`src/rtl/lru_pr_pkg.sv`:
```
// Shared constants and types for the LRU page replacement unit.
package lru_pr_pkg;

	localparam int FRAMES    = 4;
	localparam int PAGE_BITS = 16;

	localparam int PAGE_W  = 16;
	localparam int SLOT_W  = 2;
	localparam int COUNT_W = 32;

	// Only the low bits of the page number that fit both the port and PAGE_BITS take part.
	localparam int TAG_W  = (PAGE_BITS < PAGE_W) ? PAGE_BITS : PAGE_W;
	localparam int RANK_W = (FRAMES > 1) ? $clog2(FRAMES) : 1;

	localparam logic [RANK_W-1:0]  RANK_OLDEST = RANK_W'(FRAMES - 1);
	localparam logic [COUNT_W-1:0] COUNT_MAX   = {COUNT_W{1'b1}};

	// Lookup beat broadcast to every cell.
	typedef struct packed {
		logic              active;
		logic [TAG_W-1:0]  page;
		logic              hit;
		logic              fill;
		logic [RANK_W-1:0] hit_rank;
	} lru_bcast_t;

	// Priority link passed from each cell to its higher-index neighbor.
	typedef struct packed {
		logic              match_seen;
		logic [RANK_W-1:0] match_rank;
		logic              empty_seen;
		logic              victim_seen;
		logic [TAG_W-1:0]  victim_page;
	} lru_link_t;

endpackage

```
`src/rtl/lru_pr_cell.sv`:
```
// One frame of the replacement chain: page tag, valid bit and recency age.
module lru_pr_cell (
	input  logic                  clk,
	input  logic                  arst_n,
	input  lru_pr_pkg::lru_bcast_t bcast,
	input  lru_pr_pkg::lru_link_t  link_in,
	output lru_pr_pkg::lru_link_t  link_out,
	output logic                  sel
);
	import lru_pr_pkg::*;

	logic [TAG_W-1:0]  page_q;
	logic              valid_q;
	logic [RANK_W-1:0] rank_q;

	logic match;
	logic empty;
	logic victim;
	logic age;

	assign match  = valid_q && (page_q == bcast.page);
	assign empty  = !valid_q;
	assign victim = valid_q && (rank_q == RANK_OLDEST);

	// Lowest index wins: pass on what the lower cells have already claimed.
	always_comb begin
		link_out.match_seen  = link_in.match_seen | match;
		link_out.match_rank  = link_in.match_seen ? link_in.match_rank : rank_q;
		link_out.empty_seen  = link_in.empty_seen | empty;
		link_out.victim_seen = link_in.victim_seen | victim;
		link_out.victim_page = link_in.victim_seen ? link_in.victim_page : page_q;
	end

	always_comb begin
		priority if (bcast.hit) begin
			sel = match && !link_in.match_seen;
		end else if (bcast.fill) begin
			sel = empty && !link_in.empty_seen;
		end else begin
			sel = victim && !link_in.victim_seen;
		end
	end

	// On a hit only younger frames age; on a fill or eviction every other valid frame ages.
	assign age = !sel && valid_q && (!bcast.hit || (rank_q < bcast.hit_rank));

	always_ff @(posedge clk or negedge arst_n) begin
		if (!arst_n) begin
			valid_q <= 1'b0;
			rank_q  <= '0;
		end else if (bcast.active) begin
			if (sel) begin
				valid_q <= 1'b1;
				rank_q  <= '0;
			end else if (age) begin
				rank_q <= rank_q + RANK_W'(1);
			end
		end
	end

	always_ff @(posedge clk) begin
		if (bcast.active && sel) begin
			page_q <= bcast.page;
		end
	end

endmodule

```
`src/rtl/lru_page_replacement_unit.sv`:
```
// Top level of the fully associative LRU page replacement unit.
//
// One page reference enters per clock: start is taken whenever busy is low,
// and busy stays low, so a stream of references can be issued back to back.
// Each reference yields exactly one result beat, marked by a done strobe:
// done rises at the clock edge after the accepting one and stays high for a
// single cycle; the receiver cannot stall, so capture it then. The accepting
// edge registers the page number; the next cycle runs the lookup across the
// row of frame cells (the longest path is the priority ripple through all
// FRAMES cells), and at the end of that cycle the tags and ages update and
// the result registers present the beat. A reference sees every earlier
// reference's update. Empty frames fill lowest index first before any
// eviction; after that the least recently used frame is replaced. hit_count
// and miss_count include the current beat and saturate at all ones.
// evicted_page reads zero unless evicted_valid is set. frame_slot carries the
// low two bits of the frame index. Reset clears all frames and counters; no
// clearing pass is needed.
module lru_page_replacement_unit (
	input  logic                            clk,
	input  logic                            arst_n,
	input  logic                            start,
	output logic                            busy,
	input  logic [lru_pr_pkg::PAGE_W-1:0]   page_number,
	output logic                            done,
	output logic                            hit,
	output logic [lru_pr_pkg::SLOT_W-1:0]   frame_slot,
	output logic                            evicted_valid,
	output logic [lru_pr_pkg::PAGE_W-1:0]   evicted_page,
	output logic [lru_pr_pkg::COUNT_W-1:0]  hit_count,
	output logic [lru_pr_pkg::COUNT_W-1:0]  miss_count
);
	import lru_pr_pkg::*;

	// Input stage.
	logic              active_s1;
	logic [TAG_W-1:0]  page_s1;

	// Chain wiring.
	lru_bcast_t        bcast;
	lru_link_t         link [FRAMES+1];
	logic [FRAMES-1:0] sel;
	logic [SLOT_W-1:0] slot;
	logic              evict;

	// Result registers and running counters.
	logic               done_q;
	logic               hit_q;
	logic [SLOT_W-1:0]  slot_q;
	logic               ev_valid_q;
	logic [PAGE_W-1:0]  ev_page_q;
	logic [COUNT_W-1:0] hits_q;
	logic [COUNT_W-1:0] misses_q;

	// Every cycle is open for a new reference.
	assign busy = 1'b0;

	always_ff @(posedge clk or negedge arst_n) begin
		if (!arst_n) begin
			active_s1 <= 1'b0;
		end else begin
			active_s1 <= start;
		end
	end

	// Drop page bits above the tag width.
	always_ff @(posedge clk) begin
		if (start) begin
			page_s1 <= page_number[TAG_W-1:0];
		end
	end

	// Head of the chain: nothing claimed yet.
	assign link[0] = '0;

	for (genvar g = 0; g < FRAMES; g++) begin : g_cell
		lru_pr_cell u_cell (
			.clk      (clk),
			.arst_n   (arst_n),
			.bcast    (bcast),
			.link_in  (link[g]),
			.link_out (link[g+1]),
			.sel      (sel[g])
		);
	end

	// The tail of the chain decides hit, fill or evict for the whole row.
	always_comb begin
		bcast.active   = active_s1;
		bcast.page     = page_s1;
		bcast.hit      = link[FRAMES].match_seen;
		bcast.fill     = !link[FRAMES].match_seen && link[FRAMES].empty_seen;
		bcast.hit_rank = link[FRAMES].match_rank;
	end

	assign evict = !bcast.hit && !bcast.fill;

	// Encode the selected frame; only one cell is selected.
	always_comb begin
		slot = '0;
		for (int i = 0; i < FRAMES; i++) begin
			if (sel[i]) begin
				slot = slot | SLOT_W'(i);
			end
		end
	end

	always_ff @(posedge clk or negedge arst_n) begin
		if (!arst_n) begin
			done_q   <= 1'b0;
			hits_q   <= '0;
			misses_q <= '0;
		end else begin
			done_q <= active_s1;
			if (active_s1) begin
				if (bcast.hit) begin
					if (hits_q != COUNT_MAX) begin
						hits_q <= hits_q + COUNT_W'(1);
					end
				end else if (misses_q != COUNT_MAX) begin
					misses_q <= misses_q + COUNT_W'(1);
				end
			end
		end
	end

	always_ff @(posedge clk) begin
		if (active_s1) begin
			hit_q      <= bcast.hit;
			slot_q     <= slot;
			ev_valid_q <= evict;
			ev_page_q  <= evict ? PAGE_W'(link[FRAMES].victim_page) : '0;
		end
	end

	assign done          = done_q;
	assign hit           = hit_q;
	assign frame_slot    = slot_q;
	assign evicted_valid = ev_valid_q;
	assign evicted_page  = ev_page_q;
	assign hit_count     = hits_q;
	assign miss_count    = misses_q;

endmodule

```
`config.mk`:
```
export PLATFORM = sky130hd
export DESIGN_NAME = lru_page_replacement_unit
export DESIGN_NICKNAME = d
export VERILOG_FILES = /design/src/rtl/lru_pr_pkg.sv /design/src/rtl/lru_pr_cell.sv /design/src/rtl/lru_page_replacement_unit.sv
export SDC_FILE = /design/constraint.sdc
export NUM_CORES = 1
export LEC_CHECK = 0
export ABC_AREA = 1
export BUFFER_PORTS_ARGS = -buffer_cell sky130_fd_sc_hd__buf_4
export CAP_MARGIN = 0
export CORE_MARGIN = 1.5
export CORE_UTILIZATION = 60
export CTS_CLUSTER_SIZE = 30
export DETAILED_ROUTE_END_ITERATION = 8
export PLACE_DENSITY = 0.86
export SLEW_MARGIN = 5
export SYNTH_ARGS = -nofsm -noshare
export SYNTH_HDL_FRONTEND = slang
export SYNTH_HIERARCHICAL = 1
export SYNTH_SLANG_ARGS = --single-unit
```
`constraint.sdc`:
```
create_clock -name clk -period 4.35 [get_ports clk]
set_clock_uncertainty 0.2 [all_clocks]
set_input_delay 0.87 -clock clk [delete_from_list [all_inputs] [get_ports clk]]
set_output_delay 0.87 -clock clk [all_outputs]
set_load 0.02 [all_outputs]
```
# Word level (Yosys, flattened, before mapping)
# Index checks and enable logic that the tools add are counted.
[word_totals]
regBits = 178
inputBits = 19
out_inout_bits = 86
elab_cells = 142
[op_classes]
n_addsub = 6
order_cmp = 4
n_eq_ne = 10
muxes = 23
bitwise = 9
reduce_logical = 68
[op_table]
columns = ["op", "n"]
rows = [
  ["$add A32 B1 Y32 const B", 2],
  ["$eq A16 B16 Y1", 4],
  ["$ne A32 B32 Y1 const B", 2],
  ["$mux W16", 3],
  ["$logic_and A1 B1 Y1", 31],
  ["$mux W2", 11],
  ["$logic_not A1 Y1", 18],
  ["$reduce_and A2 Y1", 8],
  ["$mux W1", 9],
  ["$add A2 B1 Y2 const B", 4],
  ["$eq A2 B2 Y1 const B", 4],
  ["$lt A2 B2 Y1", 4],
  ["$or A1 B1 Y1", 8],
  ["$reduce_bool A2 Y1", 4],
  ["$reduce_and A3 Y1", 2],
  ["$logic_or A1 B1 Y1", 4],
  ["$reduce_or A2 Y1", 1],
  ["$not A1 Y1", 1],
]

# Logic depth before layout (Yosys ltp)
# Gate-level depths: netlist of the first run.
[depth]
depth_word = 14
depth_mapped = 21
ltp_nobuf = 21

# By module
# The synthesis of the first run kept the hierarchy.
[modules_own_cells]
columns = ["mod", "instances", "cells_each", "area_per_inst_um2", "seq_area_each_um2"]
rows = [
  ["lru_page_replacement_unit", 1, 743, 5531.6, 2732.6],
  ["lru_pr_cell", 4, 164, 1243.7, 555.5],
]

# Worst setup path after synthesis of the first run
# OpenSTA, ideal clock, no wires.
[synth_timing]
path_kind = "register to register"
from = "register page_s1[13]"
to = "register g_cell[3].u_cell.page_q[0], enable pin"
setup_ps = 330
t_arrival_ps = 3027
setup_slack_ps = 794
stages_incl_launch_ff = 15
path_buffers = 0
synth_period_minus_slack_ps = 3556
path_cell_list = "edfxtp_1 -> or2_0 -> nand3_1 -> nor2_1 -> a31o_1 -> a31o_1 -> a31o_1 -> a31o_1 -> nor2_1 -> nand3_1 -> o31ai_2 -> nand2_4 -> nand2_2 -> nand2_2 -> inv_2"
[synth_lines]
columns = ["element", "line", "rtl"]
rows = [
  ["from (decl)", "lru_page_replacement_unit.sv:36", "logic [TAG_W-1:0] page_s1;"],
  ["from (signal assigned)", "lru_page_replacement_unit.sv:68", "page_s1 <= page_number[TAG_W-1:0];"],
  ["to (signal assigned)", "lru_pr_cell.sv:63", "page_q <= bcast.page;"],
  ["to (decl)", "lru_pr_cell.sv:12", "logic [TAG_W-1:0] page_q;"],
]

==> impl_metrics.ini, run 1 <==
[floorplanning]
core-area_um2 = 17200
chipHeight_um = 135
fp-row-count = 48
chipWidth_um = 135
io_pins = 105
initial_util_pct = 61.1
die_area_um2 = 18300

[grt]
first_global_vias = 8813
globalRoute.totalOverflow = 0
grt_pass1_wl_um = 41100
antenna_found_initial = 0
grt_util_all_layers_pct = 28.7
grt_start_max_net_pins = 67

[clocking]
clock_insertion_delay_worst_skew_ns = 0.44
clock_tree_from_tritoncts = built
cts.hold.buffers_added = 0
cts_inserted_buffers = 17
cts.repair.resized = 0
cts_num_sinks = 178
max-clock-path-buffers = 2
cts_setup_buffers = 0
cts-htree-levels = 4
clkSlewWorstSetupHoldPaths_ns = 0.06
root_buffer = sky130_fd_sc_hd__clkbuf_16

[timing]
slew_violations = 0
setup_viol_count_final = 0
tightestPinTransition_ns = 0.877
timing.setup.tns_ns = 0
finalHoldViolations = 0
worst_slack_ns = 0.305
final_critical_path_required_period_ns = 4.04
maxSlewHeadroom_pct = 41.5
grt_setup_unrepaired = no
max_freq_mhz = 247
period_share_pct = 93.0

[worst_setup_path]
crit_path_max_incr_delay_ns = 0.57
r2r-start = page_s1[5]
timing.critical_path.cells = o21ai_1 > inv_1 > nand2_1 > nor2_2 > a31o_1 > a31o_1 > a31o_1 > a31o_1 > nor2_1 > nand3_1 > o31ai_2 > nand2_4 > nand2_2 > nand2_2 > inv_2
reg2reg_setup_slack_ns = 0.31
critical_path_peak_fanout = 17
endpoint_kind = flop
cp-start-kind = flop
worst-endpoint-arrival_ns = 3.93
rr_worst_depth = 15
r2r_end = g_cell[2].u_cell/page_q[2]
cp_num_buf_inv = 2
path_class = reg2reg
cp.required_ns = 4.23
critPathMostFrequentCell = sky130_fd_sc_hd__a31o_1
critical-path-slowest-cell = sky130_fd_sc_hd__nor2_1
crit_path_leading_delay_family = compound AO/OA/AOI/OAI gates

[logic_synthesis]
number_of_cells_produced_by_synthesis = 1398
warnings_from_yosys = 6
mean_instance_size_in_the_synthesized_netlist_um2 = 7.51
syn-cell-area_um2 = 10500

[layout]
final_layout_size_suffix_gt1_share_pct = 13.6
nNetsFinal = 1559
final_common_cell = sky130_fd_sc_hd__nand2_1
layout.cells.most_common_list = sky130_fd_sc_hd__nand2_1 (586), sky130_fd_sc_hd__inv_1 (171), sky130_fd_sc_hd__nor2_1 (151), sky130_fd_sc_hd__buf_4 (110), sky130_fd_sc_hd__edfxtp_1 (100)
diodes = 0
area_delta_synth_final_pct = 15.6

[detailed_routing]
wl_um = 25300
drc_errors = 0
detailedRoute.firstIterationViolations = 826
number_of_nets_still_failing_antenna_checks_after_routing = 0
drtPass1Iterations = 7
vias = 9227
post_drt_wl_per_cell_um = 14.3
via_per_inst = 5.22

[min_path]
min-delay-path-class = in2async

[placed_design]
post-place-ws_ns = 0.447
routability_congestion = 0.902
place.detailed.hpwl_um = 17900
io_buffer_count = 103

[power]
vdd_drop_max_v = 0.000313
power_leakage_nw = 5.86
powerDensity_nw_per_um2 = 382

[outcome]
status = completed

[run]
maxCapViolCount = 0
==> power by group <==
group | switching [mW] | internal [mW] | leakage, nW | total (mW)
registers | 0.128 | 1.93 | 1.98 | 2.05
logic | 0.704 | 0.392 | 3.61 | 1.10
clock network | 0.663 | 0.826 | 0.273 | 1.49
==> worst register-to-register path, delay by kind of cell (launching register included) <==
kind	cells	cell delay [ns]
compound gates	6	1.38
simple gates	7	1.10
flops	1	0.56
buf+inv	2	0.43
==> routing by layer <==
metal  vias up  share of wire (%)  global-route usage (%)
met1      4177                 41                    35.9
met2       399                 48                    48.9
li1       4583                  -                       -
met5         -                  0                       0
met3        68                8.0                    5.05
met4         0                3.0                    12.5
==> state kept, by name, summed over array words and instances (netlist names), 2 cells and up <==
name and cells:
frame_slot 2, miss_count 32, g_cell.u_cell/rank_q 8, hit_count 32, page_s1 16, g_cell.u_cell/page_q 64, g_cell.u_cell/valid_q 4, evicted_page 16
==> through the flow <==
| step | total power [mW] | hold WS [ns] | utilization, % | instances | area (um2) |
|---|---|---|---|---|---|
| after floorplan | 2.83 | 0.306 | - | 1424 | 10600 |
| after global placement | 3.12 | 0.339 | 67.4 | 1736 | 11600 |
| after detailed placement | 3.16 | 0.343 | 67.4 | 1736 | 11600 |
| after CTS | 4.64 | 0.361 | 70.7 | 1768 | 12100 |
| after global routing | 4.87 | 0.394 | 70.7 | 1768 | 12100 |
| final | 4.64 | 0.335 | 70.7 | 1768 | 12100 |
==> final cells by class <==
class	instances	area [um2]
Sequential cell	178	4950
Timing Repair Buffer	110	826
Clock inverter	11	104
Inverter	185	694
Multi-Input combinational cell	1038	4820
Tap cell	225	282
Fill cell	1431	5030
Clock buffer	21	462
==> how the worst max path moves through the flow <==
stage	startpoint	to	slack (ns)	cells past startpoint
2_1_floorplan	page_s1[13]	g_cell[3].u_cell/page_q[0]	0.79	14
3_3_place_gp	page_s1[13]	g_cell[1].u_cell/page_q[2]	0.58	14
3_5_place_dp	page_s1[13]	g_cell[2].u_cell/page_q[2]	0.45	14
4_1_cts	page_s1[13]	g_cell[0].u_cell/page_q[14]	0.38	14
5_1_grt	page_s1[15]	g_cell[2].u_cell/page_q[14]	0.08	16
6_report	page_s1[5]	g_cell[2].u_cell/page_q[2]	0.31	15
(Power assumes the default switching activity.)
==> run 2, diff against run 1 <==
--- a/config.mk
+++ b/config.mk
@@ -8,8 +8,10 @@
 export ABC_AREA = 1
 export BUFFER_PORTS_ARGS = -buffer_cell sky130_fd_sc_hd__buf_4
 export CAP_MARGIN = 0
+export CELL_PAD_IN_SITES_DETAIL_PLACEMENT = 1
+export CELL_PAD_IN_SITES_GLOBAL_PLACEMENT = 1
 export CORE_MARGIN = 1.5
-export CORE_UTILIZATION = 60
+export CORE_UTILIZATION = 44
 export CTS_CLUSTER_SIZE = 30
 export DETAILED_ROUTE_END_ITERATION = 8
 export PLACE_DENSITY = 0.86
==> run 2 against run 1 <==
Against the previous run: flip-flop and latch count did not move; combinational power barely moved; design area rose by 1.4%; total power rose by 1.1%; clock power barely moved; via count rose by 1.1%; critical path type unchanged.
==> impl_metrics.ini, run 2 (synthesized netlist as in run 1, its figures left out) <==
[layout]
num-fill-cells = 2988
diodes = 0
largest_register_ff_count = 64
layout.cells.most_common_list = sky130_fd_sc_hd__nand2_1 (586), sky130_fd_sc_hd__inv_1 (171), sky130_fd_sc_hd__nor2_1 (150), sky130_fd_sc_hd__buf_4 (116), sky130_fd_sc_hd__edfxtp_1 (100)
nNetsFinal = 1565
registers.top_by_ff_count = g_cell.u_cell/page_q
finish.instance_area_um2 = 12300
count_of_placed_standard_cells_in_the_final_layout_fillers_left_out = 1868
area_delta_synth_final_pct = 17.2
finish.utilization_pct = 52.4
final_layout_size_suffix_gt1_share_pct = 14.2
final_common_cell = sky130_fd_sc_hd__nand2_1

[clocking]
clkSlewWorstSetupHoldPaths_ns = 0.08
cts.repair.resized = 0
cts_inserted_buffers = 17
clock_insertion_delay_worst_skew_ns = 0.44
root_buffer = sky130_fd_sc_hd__clkbuf_16
clock_tree_from_tritoncts = built
cts.hold.buffers_added = 0
cts_num_sinks = 178
cts-htree-levels = 4
max-clock-path-buffers = 2
cts_setup_buffers = 0

[grt]
use_met2_pct = 47.0
grt_pass1_wl_um = 49300
grt_start_max_net_pins = 79
met1_usage_pct = 30.9
antenna_found_initial = 0
first_global_vias = 9814
grt.met3_usage_pct = 3.39
globalRoute.totalOverflow = 0
busiest_metal_layer_after_global_routing = met2
grt_util_all_layers_pct = 25.5

[detailed_routing]
vias = 9325
wl_um = 30000
drc_errors = 0
drtPass1Iterations = 5
post_drt_wl_per_cell_um = 16.0
via_per_inst = 4.99
detailedRoute.firstIterationViolations = 452
number_of_nets_still_failing_antenna_checks_after_routing = 0

[worst_setup_path]
r2r_end = g_cell[2].u_cell/page_q[7]
reg2reg_setup_slack_ns = 0.40
path_class = reg2reg
critical-path-slowest-cell = sky130_fd_sc_hd__edfxtp_1
critical_path_peak_fanout = 17
timing.critical_path.cells = inv_1 > nand2_1 > nand2_1 > nand3b_1 > nor2_2 > a31o_1 > a31o_1 > a31o_1 > a31o_1 > buf_4 > inv_1 > nor2_1 > nand4_2 > nand2_2 > nand2_2 > inv_2
endpoint_kind = flop
critPathMostFrequentCell = sky130_fd_sc_hd__a31o_1
rr_worst_depth = 16
cp.required_ns = 4.24
worst-endpoint-arrival_ns = 3.83
r2r-start = page_s1[15]
cp-start-kind = flop
crit_path_max_incr_delay_ns = 0.69

[placed_design]
placed_cells = 1836
dpl_cell_area_um2 = 11700
place.detailed.hpwl_um = 22200
routability_congestion = 0.863
io_buffer_count = 103

[floorplanning]
chipWidth_um = 157
io_pins = 105
initial_util_pct = 44.7
fp-row-count = 56
die_area_um2 = 24800
chipHeight_um = 157
core-area_um2 = 23500

[power]
fin_total_pwr_mw = 4.69
vdd_drop_max_v = 0.000283
powerDensity_nw_per_um2 = 381
power_leakage_nw = 5.88

[min_path]
min-delay-path-class = reg2reg
hp-start = page_s1[4]
worst_hold_path.num_cells = 0
worst_min_delay_path_endpoint = g_cell[0].u_cell/page_q[4]

[timing]
grt_setup_unrepaired = no
finalHoldViolations = 0
timing.setup.tns_ns = 0
period_share_pct = 90.7
final_critical_path_required_period_ns = 3.95
slew_violations = 0
tightestPinTransition_ns = 1.06
setup_viol_count_final = 0
max_freq_mhz = 253
maxSlewHeadroom_pct = 29.0

[outcome]
status = completed

[run]
maxCapViolCount = 0
## run 2: how the worst max path moves through the flow
stage | from | end | slack, ns | cells past startpoint
CTS | page_s1[9] | g_cell[2].u_cell/page_q[7] | 0.27 | 17
finish | page_s1[15] | g_cell[2].u_cell/page_q[7] | 0.40 | 16
global placement | page_s1[13] | g_cell[3].u_cell/page_q[3] | 0.50 | 14
floorplan | page_s1[13] | g_cell[3].u_cell/page_q[0] | 0.79 | 14
global route | page_s1[9] | g_cell[2].u_cell/page_q[7] | 0.15 | 17
detailed placement | page_s1[15] | g_cell[0].u_cell/page_q[4] | 0.31 | 16
## run 2: per-layer routing
metal,up-vias,part of all wire [%],routed length (um)
li1,4592,-,-
met1,4541,43,12900
met2,152,52,15600
met3,40,3.0,889
met4,0,1.9,566
met5,-,0,0
## run 2: power breakdown
part,switching (mW),total (mW),internal (mW)
Sequential,0.130,2.05,1.92
Combinational,0.723,1.13,0.406
Clock,0.749,1.51,0.758
Total,1.60,4.69,3.09
## run 2: stage by stage
| step | hold slack, ns | worst slack [ns] |
|---|---|---|
| detailed placement | 0.299 | 0.306 |
| CTS | 0.321 | 0.266 |
| finish | 0.315 | 0.404 |
| global placement | 0.287 | 0.499 |
| floorplan | 0.306 | 0.794 |
| global route | 0.360 | 0.154 |
## run 2: worst max-delay path, delay by kind of cell, from the launching register on
family / cells / cell delay, ns
AO/OA/AOI/OAI: 4 / 0.99
buffers and inverters: 4 / 0.81
AND/OR/NAND/NOR: 8 / 0.89
flip-flops: 1 / 0.69
## run 2: area by class of cell
class | instances | area [um2] | area share, %
timing repair buffer | 116 | 871 | 7.07
sequential | 178 | 4950 | 40.3
tap | 319 | 399 | 3.24
multi-input combinational | 1038 | 4820 | 39.2
clock buffer | 17 | 425 | 3.46
clock inverter | 15 | 141 | 1.15
inverter | 185 | 694 | 5.64
